`config.mk`:
```
export PLATFORM = sky130hd
export DESIGN_NAME = stop_and_wait_arq_sender_unit_flat
export DESIGN_NICKNAME = d
export VERILOG_FILES = /design/src/rtl/sawarq_pkg.sv /design/src/rtl/sawarq_in_if.sv /design/src/rtl/sawarq_out_if.sv /design/src/rtl/sawarq_ram.sv /design/src/rtl/sawarq_ctrl.sv /design/src/rtl/sawarq_dp.sv /design/src/rtl/stop_and_wait_arq_sender_unit.sv /design/src/flat_wrapper.sv
export VERILOG_INCLUDE_DIRS = /design/src /design/src/rtl
export SDC_FILE = /design/constraint.sdc
export NUM_CORES = 2
export LEC_CHECK = 0
export BUFFER_PORTS_ARGS = -buffer_cell sky130_fd_sc_hd__buf_2
export CAP_MARGIN = 20
export CORE_MARGIN = 5
export CORE_UTILIZATION = 58
export DETAILED_ROUTE_END_ITERATION = 10
export PLACE_DENSITY_LB_ADDON = 0.2
export SETUP_SLACK_MARGIN = 0.05
export SYNTH_ARGS = -nofsm -noshare
export SYNTH_HDL_FRONTEND = slang
export SYNTH_HIERARCHICAL = 1
export SYNTH_SLANG_ARGS = --single-unit
```
`constraint.sdc`:
```
create_clock -name clk -period 23.9 [get_ports clk]
set_input_delay 3.585 -clock clk [delete_from_list [all_inputs] [get_ports clk]]
set_output_delay 3.585 -clock clk [all_outputs]
set_load 0.03 [all_outputs]
```
`src/rtl/assert_macros.svh`:
```
// Assertion macros used by the ARQ sender datapath.
// Assumes a clock named clk and an active-high synchronous reset named rst in scope.
`ifndef ASSERT_MACROS_SVH
`define ASSERT_MACROS_SVH

// Clocked property check, masked while in reset.
`define SAW_ASSERT(lbl, prop, msg) \
  lbl: assert property (@(posedge clk) disable iff (rst) prop) else $error(msg);

// Condition that must never be seen outside reset.
`define SAW_NEVER(lbl, expr, msg) \
  `SAW_ASSERT(lbl, !(expr), msg)

`endif

```
`src/rtl/sawarq_pkg.sv`:
```
`timescale 1ns / 1ps
// Shared types and constants for the stop-and-wait ARQ sender.
// No dependencies; the controller, datapath and top level import this package.
package sawarq_pkg;

  localparam int DEF_QUEUE_DEPTH = 16;

  localparam int SEQ_W      = 32;
  localparam int CHK_W      = 32;
  localparam int TIMER_W    = 16;
  localparam int PAY_BYTES  = 20;
  localparam int PAY_W      = 8 * PAY_BYTES;
  localparam int PAY_LO_W   = 64;
  localparam int PAY_MID_W  = 64;
  localparam int PAY_HI_W   = 32;

  // Action codes of an input item.
  localparam logic [1:0] ACT_MSG  = 2'd0;
  localparam logic [1:0] ACT_ACK  = 2'd1;
  localparam logic [1:0] ACT_TICK = 2'd2;

  // Result status codes.
  localparam logic STATUS_SENT = 1'b0;
  localparam logic STATUS_DROP = 1'b1;

  localparam logic [SEQ_W-1:0] ACK_NUM = 32'd1;

  // APB register map.
  localparam int                  APB_DATA_W    = 32;
  localparam int                  PADDR_W       = 3;
  localparam int                  REG_IDX_W     = PADDR_W - 2;
  localparam logic [REG_IDX_W-1:0] REG_TIMEOUT  = '0;
  localparam logic [TIMER_W-1:0]  TIMEOUT_RESET = 16'd22;

  typedef enum logic [2:0] {
    ST_IDLE,
    ST_CALC,
    ST_READ,
    ST_SEND,
    ST_DROP
  } state_t;

  // Controller -> datapath.
  typedef struct packed {
    logic in_ready;
    logic enqueue;
    logic dequeue;
    logic tmr_start;
    logic tmr_stop;
    logic tmr_dec;
    logic rd_head;
    logic load_pkt;
    logic load_drop;
  } cmd_t;

  // Datapath -> controller.
  typedef struct packed {
    logic       in_fire;
    logic [1:0] act;
    logic       q_empty;
    logic       q_full;
    logic       q_single;
    logic       ack_ok;
    logic       tmr_run;
    logic       tmr_expire;
    logic       out_free;
  } stat_t;

endpackage

```
`src/rtl/sawarq_in_if.sv`:
```
`timescale 1ns / 1ps
// Input item channel of the ARQ sender: valid/ready plus message/ack/tick fields.
// Standalone; no package needed.
interface sawarq_in_if;
  logic               valid;
  logic               ready;
  logic        [1:0]  action;
  logic        [31:0] ack_seq;
  logic        [31:0] ack_number;
  logic signed [31:0] ack_checksum;
  logic        [63:0] payload_low;
  logic        [63:0] payload_mid;
  logic        [31:0] payload_high;

  modport source (
    output valid, action, ack_seq, ack_number, ack_checksum,
           payload_low, payload_mid, payload_high,
    input  ready
  );

  modport sink (
    input  valid, action, ack_seq, ack_number, ack_checksum,
           payload_low, payload_mid, payload_high,
    output ready
  );
endinterface

```
`src/rtl/sawarq_out_if.sv`:
```
`timescale 1ns / 1ps
// Result item channel of the ARQ sender: valid/ready plus outgoing packet fields.
// Standalone; no package needed.
interface sawarq_out_if;
  logic               valid;
  logic               ready;
  logic               status;
  logic        [31:0] out_seq;
  logic        [31:0] out_ack_number;
  logic signed [31:0] out_checksum;
  logic        [63:0] out_payload_low;
  logic        [63:0] out_payload_mid;
  logic        [31:0] out_payload_high;

  modport source (
    output valid, status, out_seq, out_ack_number, out_checksum,
           out_payload_low, out_payload_mid, out_payload_high,
    input  ready
  );

  modport sink (
    input  valid, status, out_seq, out_ack_number, out_checksum,
           out_payload_low, out_payload_mid, out_payload_high,
    output ready
  );
endinterface

```
`src/rtl/sawarq_ram.sv`:
```
`timescale 1ns / 1ps
// Generic single-write, single-read RAM with registered read data.
// No dependencies.
module sawarq_ram #(
  parameter int WIDTH = 8,
  parameter int DEPTH = 16
) (
  input  logic                     clk,
  input  logic                     we,
  input  logic [$clog2(DEPTH)-1:0] waddr,
  input  logic [WIDTH-1:0]         wdata,
  input  logic                     re,
  input  logic [$clog2(DEPTH)-1:0] raddr,
  output logic [WIDTH-1:0]         rdata
);

  logic [WIDTH-1:0] mem [DEPTH];

  always_ff @(posedge clk) begin
    if (we) begin
      mem[waddr] <= wdata;
    end
    if (re) begin
      rdata <= mem[raddr];
    end
  end

endmodule

```
`src/rtl/sawarq_ctrl.sv`:
```
`timescale 1ns / 1ps
// Sequencing FSM of the ARQ sender: decides per item what the datapath does.
// Depends on sawarq_pkg.
module sawarq_ctrl (
  input  logic               clk,
  input  logic               rst,
  input  sawarq_pkg::stat_t  stat,
  output sawarq_pkg::cmd_t   cmd
);
  import sawarq_pkg::*;

  state_t state;
  state_t state_next;

  always_ff @(posedge clk) begin
    if (rst) begin
      state <= ST_IDLE;
    end else begin
      state <= state_next;
    end
  end

  // Next state.
  always_comb begin
    state_next = state;
    unique case (state)
      ST_IDLE: begin
        if (stat.in_fire) state_next = ST_CALC;
      end
      ST_CALC: begin
        state_next = ST_IDLE;
        unique case (stat.act)
          ACT_MSG: begin
            if (stat.q_full)       state_next = ST_DROP;
            else if (stat.q_empty) state_next = ST_READ;
          end
          ACT_ACK: begin
            if (!stat.q_empty && stat.ack_ok && !stat.q_single) state_next = ST_READ;
          end
          ACT_TICK: begin
            if (stat.tmr_run && stat.tmr_expire && !stat.q_empty) state_next = ST_READ;
          end
          default: state_next = ST_IDLE;
        endcase
      end
      ST_READ: state_next = ST_SEND;
      ST_SEND: begin
        if (stat.out_free) state_next = ST_IDLE;
      end
      ST_DROP: begin
        if (stat.out_free) state_next = ST_IDLE;
      end
    endcase
  end

  // Commands.
  always_comb begin
    cmd = '0;
    unique case (state)
      ST_IDLE: cmd.in_ready = 1'b1;
      ST_CALC: begin
        unique case (stat.act)
          ACT_MSG: begin
            if (!stat.q_full) begin
              cmd.enqueue = 1'b1;
              if (stat.q_empty) cmd.tmr_start = 1'b1;
            end
          end
          ACT_ACK: begin
            if (!stat.q_empty && stat.ack_ok) begin
              cmd.dequeue = 1'b1;
              if (stat.q_single) cmd.tmr_stop  = 1'b1;
              else               cmd.tmr_start = 1'b1;
            end
          end
          ACT_TICK: begin
            if (stat.tmr_run) begin
              if (!stat.tmr_expire)  cmd.tmr_dec   = 1'b1;
              else if (stat.q_empty) cmd.tmr_stop  = 1'b1;
              else                   cmd.tmr_start = 1'b1;
            end
          end
          default: ;
        endcase
      end
      ST_READ: cmd.rd_head   = 1'b1;
      ST_SEND: cmd.load_pkt  = stat.out_free;
      ST_DROP: cmd.load_drop = stat.out_free;
    endcase
  end

endmodule

```
`src/rtl/sawarq_dp.sv`:
```
`timescale 1ns / 1ps
// Datapath of the ARQ sender: input capture, checksum, packet queue, timer, output register.
// Depends on sawarq_pkg, sawarq_in_if, sawarq_out_if, sawarq_ram, assert_macros.svh.
`include "assert_macros.svh"
module sawarq_dp #(
  parameter int QUEUE_DEPTH = sawarq_pkg::DEF_QUEUE_DEPTH
) (
  input  logic                            clk,
  input  logic                            rst,
  sawarq_in_if.sink                       ingress,
  sawarq_out_if.source                    egress,
  input  logic [sawarq_pkg::TIMER_W-1:0]  timeout,
  input  sawarq_pkg::cmd_t                cmd,
  output sawarq_pkg::stat_t               stat
);
  import sawarq_pkg::*;

  localparam int PTR_W     = $clog2(QUEUE_DEPTH);
  localparam int CNT_W     = $clog2(QUEUE_DEPTH + 1);
  localparam int ENTRY_W   = CHK_W + PAY_W;
  localparam int SUM_W     = 13;
  localparam int GRP_BYTES = 4;
  localparam int N_GRP     = PAY_BYTES / GRP_BYTES;
  localparam logic [PTR_W-1:0] LAST_SLOT = PTR_W'(QUEUE_DEPTH - 1);
  localparam logic [CNT_W-1:0] FULL_CNT  = CNT_W'(QUEUE_DEPTH);

  // Clear every byte from the first zero byte on.
  function automatic logic [PAY_W-1:0] trim_payload(input logic [PAY_W-1:0] p);
    logic [PAY_BYTES-1:0] zero;
    logic [PAY_BYTES-1:0] upto;
    logic [PAY_W-1:0]     r;
    for (int i = 0; i < PAY_BYTES; i++) begin
      zero[i] = (p[8*i +: 8] == 8'h00);
    end
    for (int i = 0; i < PAY_BYTES; i++) begin
      upto         = PAY_BYTES'((64'd1 << (i + 1)) - 64'd1);
      r[8*i +: 8]  = ((zero & upto) == '0) ? p[8*i +: 8] : 8'h00;
    end
    return r;
  endfunction

  // Sum of the 20 bytes as signed values: groups of four, then the groups.
  function automatic logic signed [SUM_W-1:0] byte_sum(input logic [PAY_W-1:0] p);
    logic signed [SUM_W-1:0] grp [N_GRP];
    logic signed [SUM_W-1:0] total;
    for (int g = 0; g < N_GRP; g++) begin
      grp[g] = '0;
      for (int k = 0; k < GRP_BYTES; k++) begin
        grp[g] = grp[g] + $signed({{(SUM_W-8){p[8*(GRP_BYTES*g+k)+7]}},
                                   p[8*(GRP_BYTES*g+k) +: 8]});
      end
    end
    total = '0;
    for (int g = 0; g < N_GRP; g++) begin
      total = total + grp[g];
    end
    return total;
  endfunction

  // Captured item.
  logic [1:0]        act_r;
  logic [SEQ_W-1:0]  ack_seq_r;
  logic [SEQ_W-1:0]  ack_num_r;
  logic [CHK_W-1:0]  ack_chk_r;
  logic [PAY_W-1:0]  pay_r;
  logic [CHK_W-1:0]  hdr_r;

  // Queue and timer state.
  logic [SEQ_W-1:0]   next_seq;
  logic [CNT_W-1:0]   count;
  logic [PTR_W-1:0]   head;
  logic [PTR_W-1:0]   tail;
  logic [TIMER_W-1:0] timer_left;
  logic               timer_run;

  logic               out_valid;
  logic [ENTRY_W-1:0] rd_entry;

  logic [PAY_W-1:0]        in_pay;
  logic signed [SUM_W-1:0] bsum;
  logic [CHK_W-1:0]        chk;
  logic [SEQ_W-1:0]        front_seq;
  logic [PTR_W-1:0]        head_inc;
  logic [PTR_W-1:0]        tail_inc;

  assign in_pay    = {ingress.payload_high, ingress.payload_mid, ingress.payload_low};
  assign bsum      = byte_sum(pay_r);
  assign chk       = hdr_r + {{(CHK_W-SUM_W){bsum[SUM_W-1]}}, bsum};
  assign front_seq = next_seq - SEQ_W'(count);
  assign head_inc  = (head == LAST_SLOT) ? '0 : head + PTR_W'(1);
  assign tail_inc  = (tail == LAST_SLOT) ? '0 : tail + PTR_W'(1);

  assign ingress.ready = cmd.in_ready;

  always_comb begin
    stat            = '0;
    stat.in_fire    = ingress.valid && ingress.ready;
    stat.act        = act_r;
    stat.q_empty    = (count == '0);
    stat.q_full     = (count == FULL_CNT);
    stat.q_single   = (count == CNT_W'(1));
    stat.ack_ok     = (chk == ack_chk_r) && (ack_num_r == ACK_NUM) && (ack_seq_r == front_seq);
    stat.tmr_run    = timer_run;
    stat.tmr_expire = (timer_left <= TIMER_W'(1));
    stat.out_free   = !out_valid || egress.ready;
  end

  // Item capture; message payloads are trimmed here, ack payloads kept raw.
  always_ff @(posedge clk) begin
    if (stat.in_fire) begin
      act_r     <= ingress.action;
      ack_seq_r <= ingress.ack_seq;
      ack_num_r <= ingress.ack_number;
      ack_chk_r <= ingress.ack_checksum;
      if (ingress.action == ACT_MSG) begin
        pay_r <= trim_payload(in_pay);
        hdr_r <= next_seq + ACK_NUM;
      end else begin
        pay_r <= in_pay;
        hdr_r <= ingress.ack_seq + ingress.ack_number;
      end
    end
  end

  always_ff @(posedge clk) begin
    if (rst) begin
      next_seq <= '0;
      count    <= '0;
      head     <= '0;
      tail     <= '0;
    end else begin
      if (cmd.enqueue) begin
        next_seq <= next_seq + SEQ_W'(1);
        tail     <= tail_inc;
        count    <= count + CNT_W'(1);
      end else if (cmd.dequeue) begin
        head  <= head_inc;
        count <= count - CNT_W'(1);
      end
    end
  end

  always_ff @(posedge clk) begin
    if (rst) begin
      timer_left <= '0;
      timer_run  <= 1'b0;
    end else begin
      priority if (cmd.tmr_start) begin
        timer_left <= timeout;
        timer_run  <= 1'b1;
      end else if (cmd.tmr_stop) begin
        timer_left <= '0;
        timer_run  <= 1'b0;
      end else if (cmd.tmr_dec) begin
        timer_left <= timer_left - TIMER_W'(1);
      end
    end
  end

  // Entry layout: checksum on top, then payload bytes 19..0.
  sawarq_ram #(
    .WIDTH (ENTRY_W),
    .DEPTH (QUEUE_DEPTH)
  ) u_queue (
    .clk   (clk),
    .we    (cmd.enqueue),
    .waddr (tail),
    .wdata ({chk, pay_r}),
    .re    (cmd.rd_head),
    .raddr (head),
    .rdata (rd_entry)
  );

  // Output register.
  always_ff @(posedge clk) begin
    if (rst) begin
      out_valid <= 1'b0;
    end else if (cmd.load_pkt || cmd.load_drop) begin
      out_valid <= 1'b1;
    end else if (egress.ready) begin
      out_valid <= 1'b0;
    end
  end

  always_ff @(posedge clk) begin
    if (cmd.load_pkt) begin
      egress.status           <= STATUS_SENT;
      egress.out_seq          <= front_seq;
      egress.out_ack_number   <= ACK_NUM;
      egress.out_checksum     <= rd_entry[PAY_W +: CHK_W];
      egress.out_payload_low  <= rd_entry[0 +: PAY_LO_W];
      egress.out_payload_mid  <= rd_entry[PAY_LO_W +: PAY_MID_W];
      egress.out_payload_high <= rd_entry[PAY_LO_W + PAY_MID_W +: PAY_HI_W];
    end else if (cmd.load_drop) begin
      egress.status           <= STATUS_DROP;
      egress.out_seq          <= '0;
      egress.out_ack_number   <= '0;
      egress.out_checksum     <= '0;
      egress.out_payload_low  <= '0;
      egress.out_payload_mid  <= '0;
      egress.out_payload_high <= '0;
    end
  end

  assign egress.valid = out_valid;

  `SAW_ASSERT(a_enq_not_full, cmd.enqueue |-> !stat.q_full, "enqueue into a full queue")
  `SAW_ASSERT(a_deq_not_empty, cmd.dequeue |-> !stat.q_empty, "dequeue from an empty queue")
  `SAW_ASSERT(a_enq_count, cmd.enqueue |=> (count == $past(count) + CNT_W'(1)), "count missed an enqueue")
  `SAW_NEVER(a_timer_idle_queue, timer_run && (count == '0), "timer running with empty queue")
  `SAW_ASSERT(a_load_free, (cmd.load_pkt || cmd.load_drop) |-> stat.out_free, "output register overwritten")

endmodule

```
`src/rtl/stop_and_wait_arq_sender_unit.sv`:
```
`timescale 1ns / 1ps
// Top level of the stop-and-wait ARQ sender: APB register, controller and datapath.
// Depends on sawarq_pkg, sawarq_in_if, sawarq_out_if, sawarq_ctrl, sawarq_dp.
//
//   channel   dir   protocol     carries
//   ingress   in    valid/ready  action, ack header fields, 20-byte payload
//   egress    out   valid/ready  status, packet header, checksum, payload
//   apb       in    APB          retransmit_timeout at byte address 0
//
// An item is taken in the idle cycle and resolved in the next one. A send then
// adds a step for the queue RAM read and one to load the output register; a
// drop adds only the step that loads the output register.
// A full output register holds the send/drop step until egress takes it; the
// next item is still accepted once the register has been loaded.
// Reset (rst, synchronous) empties the queue, stops the timer, sets the timeout
// to 22 ticks. The queue RAM itself is not cleared; only queued entries are read.
module stop_and_wait_arq_sender_unit #(
  parameter int QUEUE_DEPTH = sawarq_pkg::DEF_QUEUE_DEPTH
) (
  input  logic                                clk,
  input  logic                                rst,
  sawarq_in_if.sink                           ingress,
  sawarq_out_if.source                        egress,
  input  logic                                psel,
  input  logic                                penable,
  input  logic                                pwrite,
  input  logic [sawarq_pkg::PADDR_W-1:0]      paddr,
  input  logic [sawarq_pkg::APB_DATA_W-1:0]   pwdata,
  output logic [sawarq_pkg::APB_DATA_W-1:0]   prdata,
  output logic                                pready
);
  import sawarq_pkg::*;

  logic [TIMER_W-1:0] timeout;
  logic [REG_IDX_W-1:0] reg_idx;
  logic cfg_wr;
  cmd_t  cmd;
  stat_t stat;

  // Register index is the word address.
  assign reg_idx = paddr[PADDR_W-1:2];
  assign pready  = 1'b1;
  assign cfg_wr  = psel && penable && pwrite && pready;

  always_ff @(posedge clk) begin
    if (rst) begin
      timeout <= TIMEOUT_RESET;
    end else if (cfg_wr && (reg_idx == REG_TIMEOUT)) begin
      timeout <= pwdata[TIMER_W-1:0];
    end
  end

  always_comb begin
    prdata = '0;
    if (reg_idx == REG_TIMEOUT) prdata = APB_DATA_W'(timeout);
  end

  // Controller: one state per step of an item.
  sawarq_ctrl u_ctrl (
    .clk  (clk),
    .rst  (rst),
    .stat (stat),
    .cmd  (cmd)
  );

  // Datapath: capture, checksum, queue RAM, timer and output register.
  sawarq_dp #(
    .QUEUE_DEPTH (QUEUE_DEPTH)
  ) u_dp (
    .clk     (clk),
    .rst     (rst),
    .ingress (ingress),
    .egress  (egress),
    .timeout (timeout),
    .cmd     (cmd),
    .stat    (stat)
  );

endmodule

```
`src/flat_wrapper.sv`:
```
// flat-port wrapper written by rule: the top's interface ports become plain ports
module stop_and_wait_arq_sender_unit_flat import sawarq_pkg::*;
#(
  parameter int QUEUE_DEPTH = sawarq_pkg::DEF_QUEUE_DEPTH
)
  (clk, rst, psel, penable, pwrite, paddr, pwdata, prdata, pready, ingress_valid, ingress_action, ingress_ack_seq, ingress_ack_number, ingress_ack_checksum, ingress_payload_low, ingress_payload_mid, ingress_payload_high, ingress_ready, egress_valid, egress_status, egress_out_seq, egress_out_ack_number, egress_out_checksum, egress_out_payload_low, egress_out_payload_mid, egress_out_payload_high, egress_ready);
  sawarq_in_if ingress_i ();
  sawarq_out_if egress_i ();
  input  logic clk;
  input  logic rst;
  input  logic psel;
  input  logic penable;
  input  logic pwrite;
  input  logic [sawarq_pkg::PADDR_W-1:0] paddr;
  input  logic [sawarq_pkg::APB_DATA_W-1:0] pwdata;
  output logic [sawarq_pkg::APB_DATA_W-1:0] prdata;
  output logic pready;
  input wire logic [$bits(ingress_i.valid)-1:0] ingress_valid;
  input wire logic [$bits(ingress_i.action)-1:0] ingress_action;
  input wire logic [$bits(ingress_i.ack_seq)-1:0] ingress_ack_seq;
  input wire logic [$bits(ingress_i.ack_number)-1:0] ingress_ack_number;
  input wire logic [$bits(ingress_i.ack_checksum)-1:0] ingress_ack_checksum;
  input wire logic [$bits(ingress_i.payload_low)-1:0] ingress_payload_low;
  input wire logic [$bits(ingress_i.payload_mid)-1:0] ingress_payload_mid;
  input wire logic [$bits(ingress_i.payload_high)-1:0] ingress_payload_high;
  output wire logic [$bits(ingress_i.ready)-1:0] ingress_ready;
  output wire logic [$bits(egress_i.valid)-1:0] egress_valid;
  output wire logic [$bits(egress_i.status)-1:0] egress_status;
  output wire logic [$bits(egress_i.out_seq)-1:0] egress_out_seq;
  output wire logic [$bits(egress_i.out_ack_number)-1:0] egress_out_ack_number;
  output wire logic [$bits(egress_i.out_checksum)-1:0] egress_out_checksum;
  output wire logic [$bits(egress_i.out_payload_low)-1:0] egress_out_payload_low;
  output wire logic [$bits(egress_i.out_payload_mid)-1:0] egress_out_payload_mid;
  output wire logic [$bits(egress_i.out_payload_high)-1:0] egress_out_payload_high;
  input wire logic [$bits(egress_i.ready)-1:0] egress_ready;
  assign ingress_i.valid = ingress_valid;
  assign ingress_i.action = ingress_action;
  assign ingress_i.ack_seq = ingress_ack_seq;
  assign ingress_i.ack_number = ingress_ack_number;
  assign ingress_i.ack_checksum = ingress_ack_checksum;
  assign ingress_i.payload_low = ingress_payload_low;
  assign ingress_i.payload_mid = ingress_payload_mid;
  assign ingress_i.payload_high = ingress_payload_high;
  assign ingress_ready = ingress_i.ready;
  assign egress_valid = egress_i.valid;
  assign egress_status = egress_i.status;
  assign egress_out_seq = egress_i.out_seq;
  assign egress_out_ack_number = egress_i.out_ack_number;
  assign egress_out_checksum = egress_i.out_checksum;
  assign egress_out_payload_low = egress_i.out_payload_low;
  assign egress_out_payload_mid = egress_i.out_payload_mid;
  assign egress_out_payload_high = egress_i.out_payload_high;
  assign egress_i.ready = egress_ready;
  stop_and_wait_arq_sender_unit #(.QUEUE_DEPTH(QUEUE_DEPTH)) u_core (.clk(clk), .rst(rst), .ingress(ingress_i), .egress(egress_i), .psel(psel), .penable(penable), .pwrite(pwrite), .paddr(paddr), .pwdata(pwdata), .prdata(prdata), .pready(pready));
endmodule
```
; Word level (Yosys, flattened, before mapping)
; Memories as Yosys holds them, arrays and structs flattened. A register that Yosys moved wholly into a read port is not among the register bits.
; Index checks and enable logic that the tools add are counted.
[word_totals]
regBits = 598
ram_bits = 3072
inputBits = 300
out_inout_bits = 292
n_memories = 1
[mem_list]
columns = name, depth, width, read_ports, rd_ports_with_merged_regs, wr, line
row1 = u_core.u_dp.u_queue.mem, 16, 192, 1, 1, 1, sawarq_ram.sv:17  ; logic [WIDTH-1:0] mem [DEPTH];
[op_classes]
addsub = 28
order_cmp = 1
n_eq_ne = 15
n_mux = 71
n_bitwise = 2
n_reduce_logical = 67
[op_table]
columns = operator, n
row1 = $logic_not A20 Y1, 20
row2 = $mux W64, 3
row3 = $logic_not A8 Y1, 20
row4 = $mux W160, 1
row5 = $mux W32, 5
row6 = $mux W8, 20
row7 = $add A32 B32 Y32, 2
row8 = $eq A32 B32 Y1, 2
row9 = $mux W16, 4
row10 = $add A10 B8 Y11, 5
row11 = $add A9 B8 Y10, 5
row12 = $add A8 B8 Y9, 5
row13 = $add A32 B1 Y32 const B, 1
row14 = $eq A32 B1 Y1 const B, 1
row15 = $sub A32 B5 Y32, 1
row16 = $add A13 B11 Y13, 2
row17 = $mux W1, 20
row18 = $le A16 B1 Y1 const B, 1
row19 = $sub A16 B1 Y16 const B, 1
row20 = $mux W3, 5
row21 = $mux W5, 3
row22 = $add A12 B11 Y13, 1
row23 = $add A11 B11 Y12, 1
row24 = $pmux W3 S4, 1
row25 = 28 further kinds, 54

; Depth between registers and ports, before layout
[logic_depth]
word_depth = 18
depth_mapped = 48

; Hierarchy
; Netlist, hierarchy kept.
[by_module_without_submodules]
columns = mod, n_inst, cells_per_inst, area_per_inst_um2, seq_area_each_um2
row1 = sawarq_ram, 1, 5024, 120724.5, 98014.0
row2 = sawarq_dp, 1, 2736, 32264.7, 16736.1
row3 = stop_and_wait_arq_sender_unit, 1, 106, 972.2, 320.3
row4 = sawarq_ctrl, 1, 40, 336.6, 60.1

; Worst setup path before layout
; No wires, ideal clock.
[synth_timing]
path_kind = register to register
start = register u_core.u_dp.count[0]
end = memory u_core/u_dp/u_queue/mem[0][0] (netlist bit) (enable)
setup_ps = 979
arrival_time_ps = 14709
setup_slack_ps = 8212
path_stages_with_launch = 7
path_buffers = 0
synth_period_minus_slack_ps = 15688
path_cell_list = dfxtp_1 -> inv_1 -> ha_1 -> and4_1 -> nor3b_1 -> or3b_2 -> nor3_1
[synth_rtl]
columns = item, line
row1 = "start, declared", sawarq_dp.sv:70  ; logic [CNT_W-1:0] count;
row2 = "start signal, assigned", sawarq_dp.sv:135  ; count <= count + CNT_W'(1);
row3 = "start signal, assigned", sawarq_dp.sv:138  ; count <= count - CNT_W'(1);
row4 = "end, declared", sawarq_ram.sv:17

==> out/results.ini <==
[synthesis]
yosys_warnings=6
synth-simple-area-share=0.04168
syn-cell-area_um2=154300
ys_types=87
yosysSeqAreaShare=0.7462
synthCells=7906
synth_compound_area_frac=0.03519
ys_ff_latch=3862
synth_mux_area_frac=0.1139
post_synth_xor_area_fraction=0.01378
synthAdderAreaFrac=0.02893
synth_ff_type=edfxtp_1
async_flop_share=0
avgSynthCellArea_um2=19.52
synth-edff-count=3778
synth_top_family_by_area=multiplexers

[global_routing]
grt_overflow=0
antenna_found_initial=19
grt_pass1_vias=80470
grt_pass1_wl_mm=558.8
grt_max_degree=117
grt_usage=0.2781

[clock_tree]
clk_latency_ps=930
cts_buffer_depth=4
numCtsBuffers=388
cts_resized=0
cts_tree=done
clock_sinks=3862
cts_max_level=5
cts.clk_slew.worst_paths_ps=60
cts_hold_buf=0
cts_root_buf=clkbuf_16
cts_setup_buffers=0

[final_layout]
ff_latch_area_um2=115100
final_cells=12460
areaGrowthSynthToFinish_pct=12.69
layout.nets=9163
nFillCells=17460
multi_input_area_um2=36430
drive_above_1_share=0.2297

[worst_setup_path]
path_class=flop to flop
worstReg2RegEnd=u_core/u_dp/timer_left[12]
rrSetupSlack_ps=9200
critPathMaxFanout=25
slowest_stage=a311oi_4
cp.required_ps=24580
r2r-start=u_core/u_dp/pay_r[129]
critPathLaunchType=flop
cpMostUsedCell=inv_1
end_kind=flop
reg2regPathDepth=46
critPathMaxStageDelay_ps=980
critPathArrivalTime_ps=15390

[timing]
min_period_ps=14700
period_share=0.6152
slew_headroom=0.2228
drv_slew=0
fmax_ghz=0.06802
setup_viol=0
clock_skew_ps=94.90
tns_ps=0
tightest_slew_ps=1163
hold_violations=0
rsz0062_at_grt=no

[worst_hold_path]
holdCritPathClass=flop to flop
min_to=u_core/u_dp/egress.out_ack_number[0]
worstHoldStart=u_core/u_dp/egress.out_ack_number[0]
holdPathStages=1

[routing]
drc_errors=0
wirelength_mm=387.4
drt_iter0_drc=9254
vias=79430
routedWlPerCell_um=31.10
ant_nets=0
drt-vias-per-instance=6.375
dr.pass1.iters=6

[floorplanning]
die-area_um2=276400
design.core.area_um2=265100
rows=189
fp.dieW_um=525.8
io_pins=592
die_h_um=525.8
start_util=0.5821

[placement]
hpwl_mm=215.8
io_buffers=525
place_inst=11730
gp_congestion=0.9047

[status]
status=finished clean

[job]
drv_cap=0

## per-layer routing
metal  share of wire  GRT usage  up-vias
met3            0.11    0.05856      605
li1                -          -    32880
met1            0.39     0.4056    41390
met5        0.000088          0        -
met2            0.47     0.4363     4543
met4           0.027    0.07362        6
## synth_stat cells (all sizes together) (11+ instances only)
cell     count  share of area
xor2       117         0.0066
o22ai       29         0.0012
or3         13        0.00053
nand3       39         0.0013
o21a        13        0.00063
and3        61         0.0025
dfxtp       84          0.011
nor2b       66         0.0027
nand4       23        0.00093
edfxtp    3778           0.74
inv        257         0.0063
a21o        34         0.0017
buf        229         0.0090
ha         112         0.0091
o2111ai     15        0.00085
o211ai      24         0.0012
o21ai       62         0.0020
a22oi      341          0.017
nor3        45         0.0016
mux2i      143         0.0093
xnor2      118         0.0067
a211oi      41         0.0020
or4         19         0.0010
a31oi       12        0.00049
a21oi      142         0.0046
clkbuf     206         0.0050
nand2      290         0.0071
fa         153          0.020
mux4       717           0.10
or2         11        0.00045
o21bai      11        0.00054
and2       320          0.013
nor2       170         0.0041
nor4        63         0.0026
nand2b      43         0.0017
## metrics by stage
step                      setup WS, ps  hold WS [ps]  area (µm²)  utilization
after CTS                         9261         466.3      173800       0.6555
after global routing              8171         505.7      173900       0.6559
after floorplan                   8212         457.3      154500            -
after global placement            9501         434.9      161000       0.6073
final                             9198         455.8      173900       0.6559
after detailed placement          9399         443.8      161000       0.6075
## flip-flops by register name, summed over array words and instances (netlist names), 2 cells and up
| name | flops |
|---|---|
| u_core/timeout | 16 |
| u_core/u_dp/act_r | 2 |
| u_core/u_dp/egress.out_payload_low | 64 |
| u_core/u_dp/ack_chk_r | 32 |
| u_core/u_dp/u_queue/rdata | 192 |
| u_core/u_dp/ack_num_r | 32 |
| u_core/u_dp/hdr_r | 32 |
| u_core/u_dp/egress.out_checksum | 32 |
| u_core/u_dp/egress.out_payload_mid | 64 |
| u_core/u_dp/count | 5 |
| u_core/u_dp/u_queue/mem | 3072 |
| u_core/u_dp/timer_left | 16 |
| u_core/u_ctrl/state | 3 |
| u_core/u_dp/ack_seq_r | 32 |
| u_core/u_dp/pay_r | 160 |
| u_core/u_dp/head | 4 |
| u_core/u_dp/tail | 4 |
| u_core/u_dp/egress.out_payload_high | 32 |
| u_core/u_dp/egress.out_seq | 32 |
| u_core/u_dp/next_seq | 32 |
## critical path: cells and delay by family (launching register included)
family	cells	cell delay (ps)
DFF	1	670
AOI/OAI and AO/OA	15	4480
xor gates and xnor gates	2	500
buffers and inverters	9	810
adders and majority gates	10	4590
and+or+nand+nor	10	3360
## layout make-up
cell class	count	share of cell area
antenna	5	0.00007196
timing repair buffer	692	0.02394
tap	3533	0.02542
inverter	258	0.005613
clock inverter	257	0.01543
multi-input combinational	3396	0.2095
sequential	3862	0.6622
clock buffer	456	0.05784
## cell usage in the layout (no fill, tap or decap), types with 112 or more instances in the layout
cell type | Yosys | routed
a21oi_1 | 142 | 142
mux4_2 | 717 | 717
fa_1 | 153 | 153
mux2i_1 | 143 | 143
xor2_1 | 117 | 117
and2_1 | 317 | 315
buf_2 | 94 | 525
ha_1 | 112 | 112
xnor2_1 | 118 | 117
edfxtp_1 | 3778 | 3778
inv_1 | 257 | 256
a22oi_1 | 341 | 341
clkbuf_16 | 0 | 390
nor2_1 | 170 | 150
nand2_1 | 290 | 289
buf_4 | 88 | 145
## logic make-up (layout without fill, tap and decap cells)
family	Yosys count	count (layout)
adder cells (fa/ha/maj)	265	265
XOR/XNOR	238	238
buffers and inverters	693	1663
other	3	53
multiplexers	860	860
AO/OA/AOI/OAI	782	782
flip-flops	3862	3862
AND/OR/NAND/NOR	1203	1203
## worst max path at each step
stage	from	end	slack [ps]	cells past startpoint
floorplan	u_core/u_dp/count[0]	u_core/u_dp/u_queue/mem[0][0]	8210	6
global placement	u_core/u_dp/pay_r[129]	u_core/u_dp/timer_left[11]	9500	45
detailed placement	u_core/u_dp/pay_r[129]	u_core/u_dp/timer_left[12]	9400	45
CTS	u_core/u_dp/pay_r[129]	u_core/u_dp/timer_left[12]	9260	45
global route	u_core/u_dp/pay_r[129]	u_core/u_dp/timer_left[11]	8170	45
finish	u_core/u_dp/pay_r[129]	u_core/u_dp/timer_left[12]	9200	46
Power is left out: the tool's default activity adds up to more than one toggle a clock period on the data nets, which glitch-free logic cannot reach.
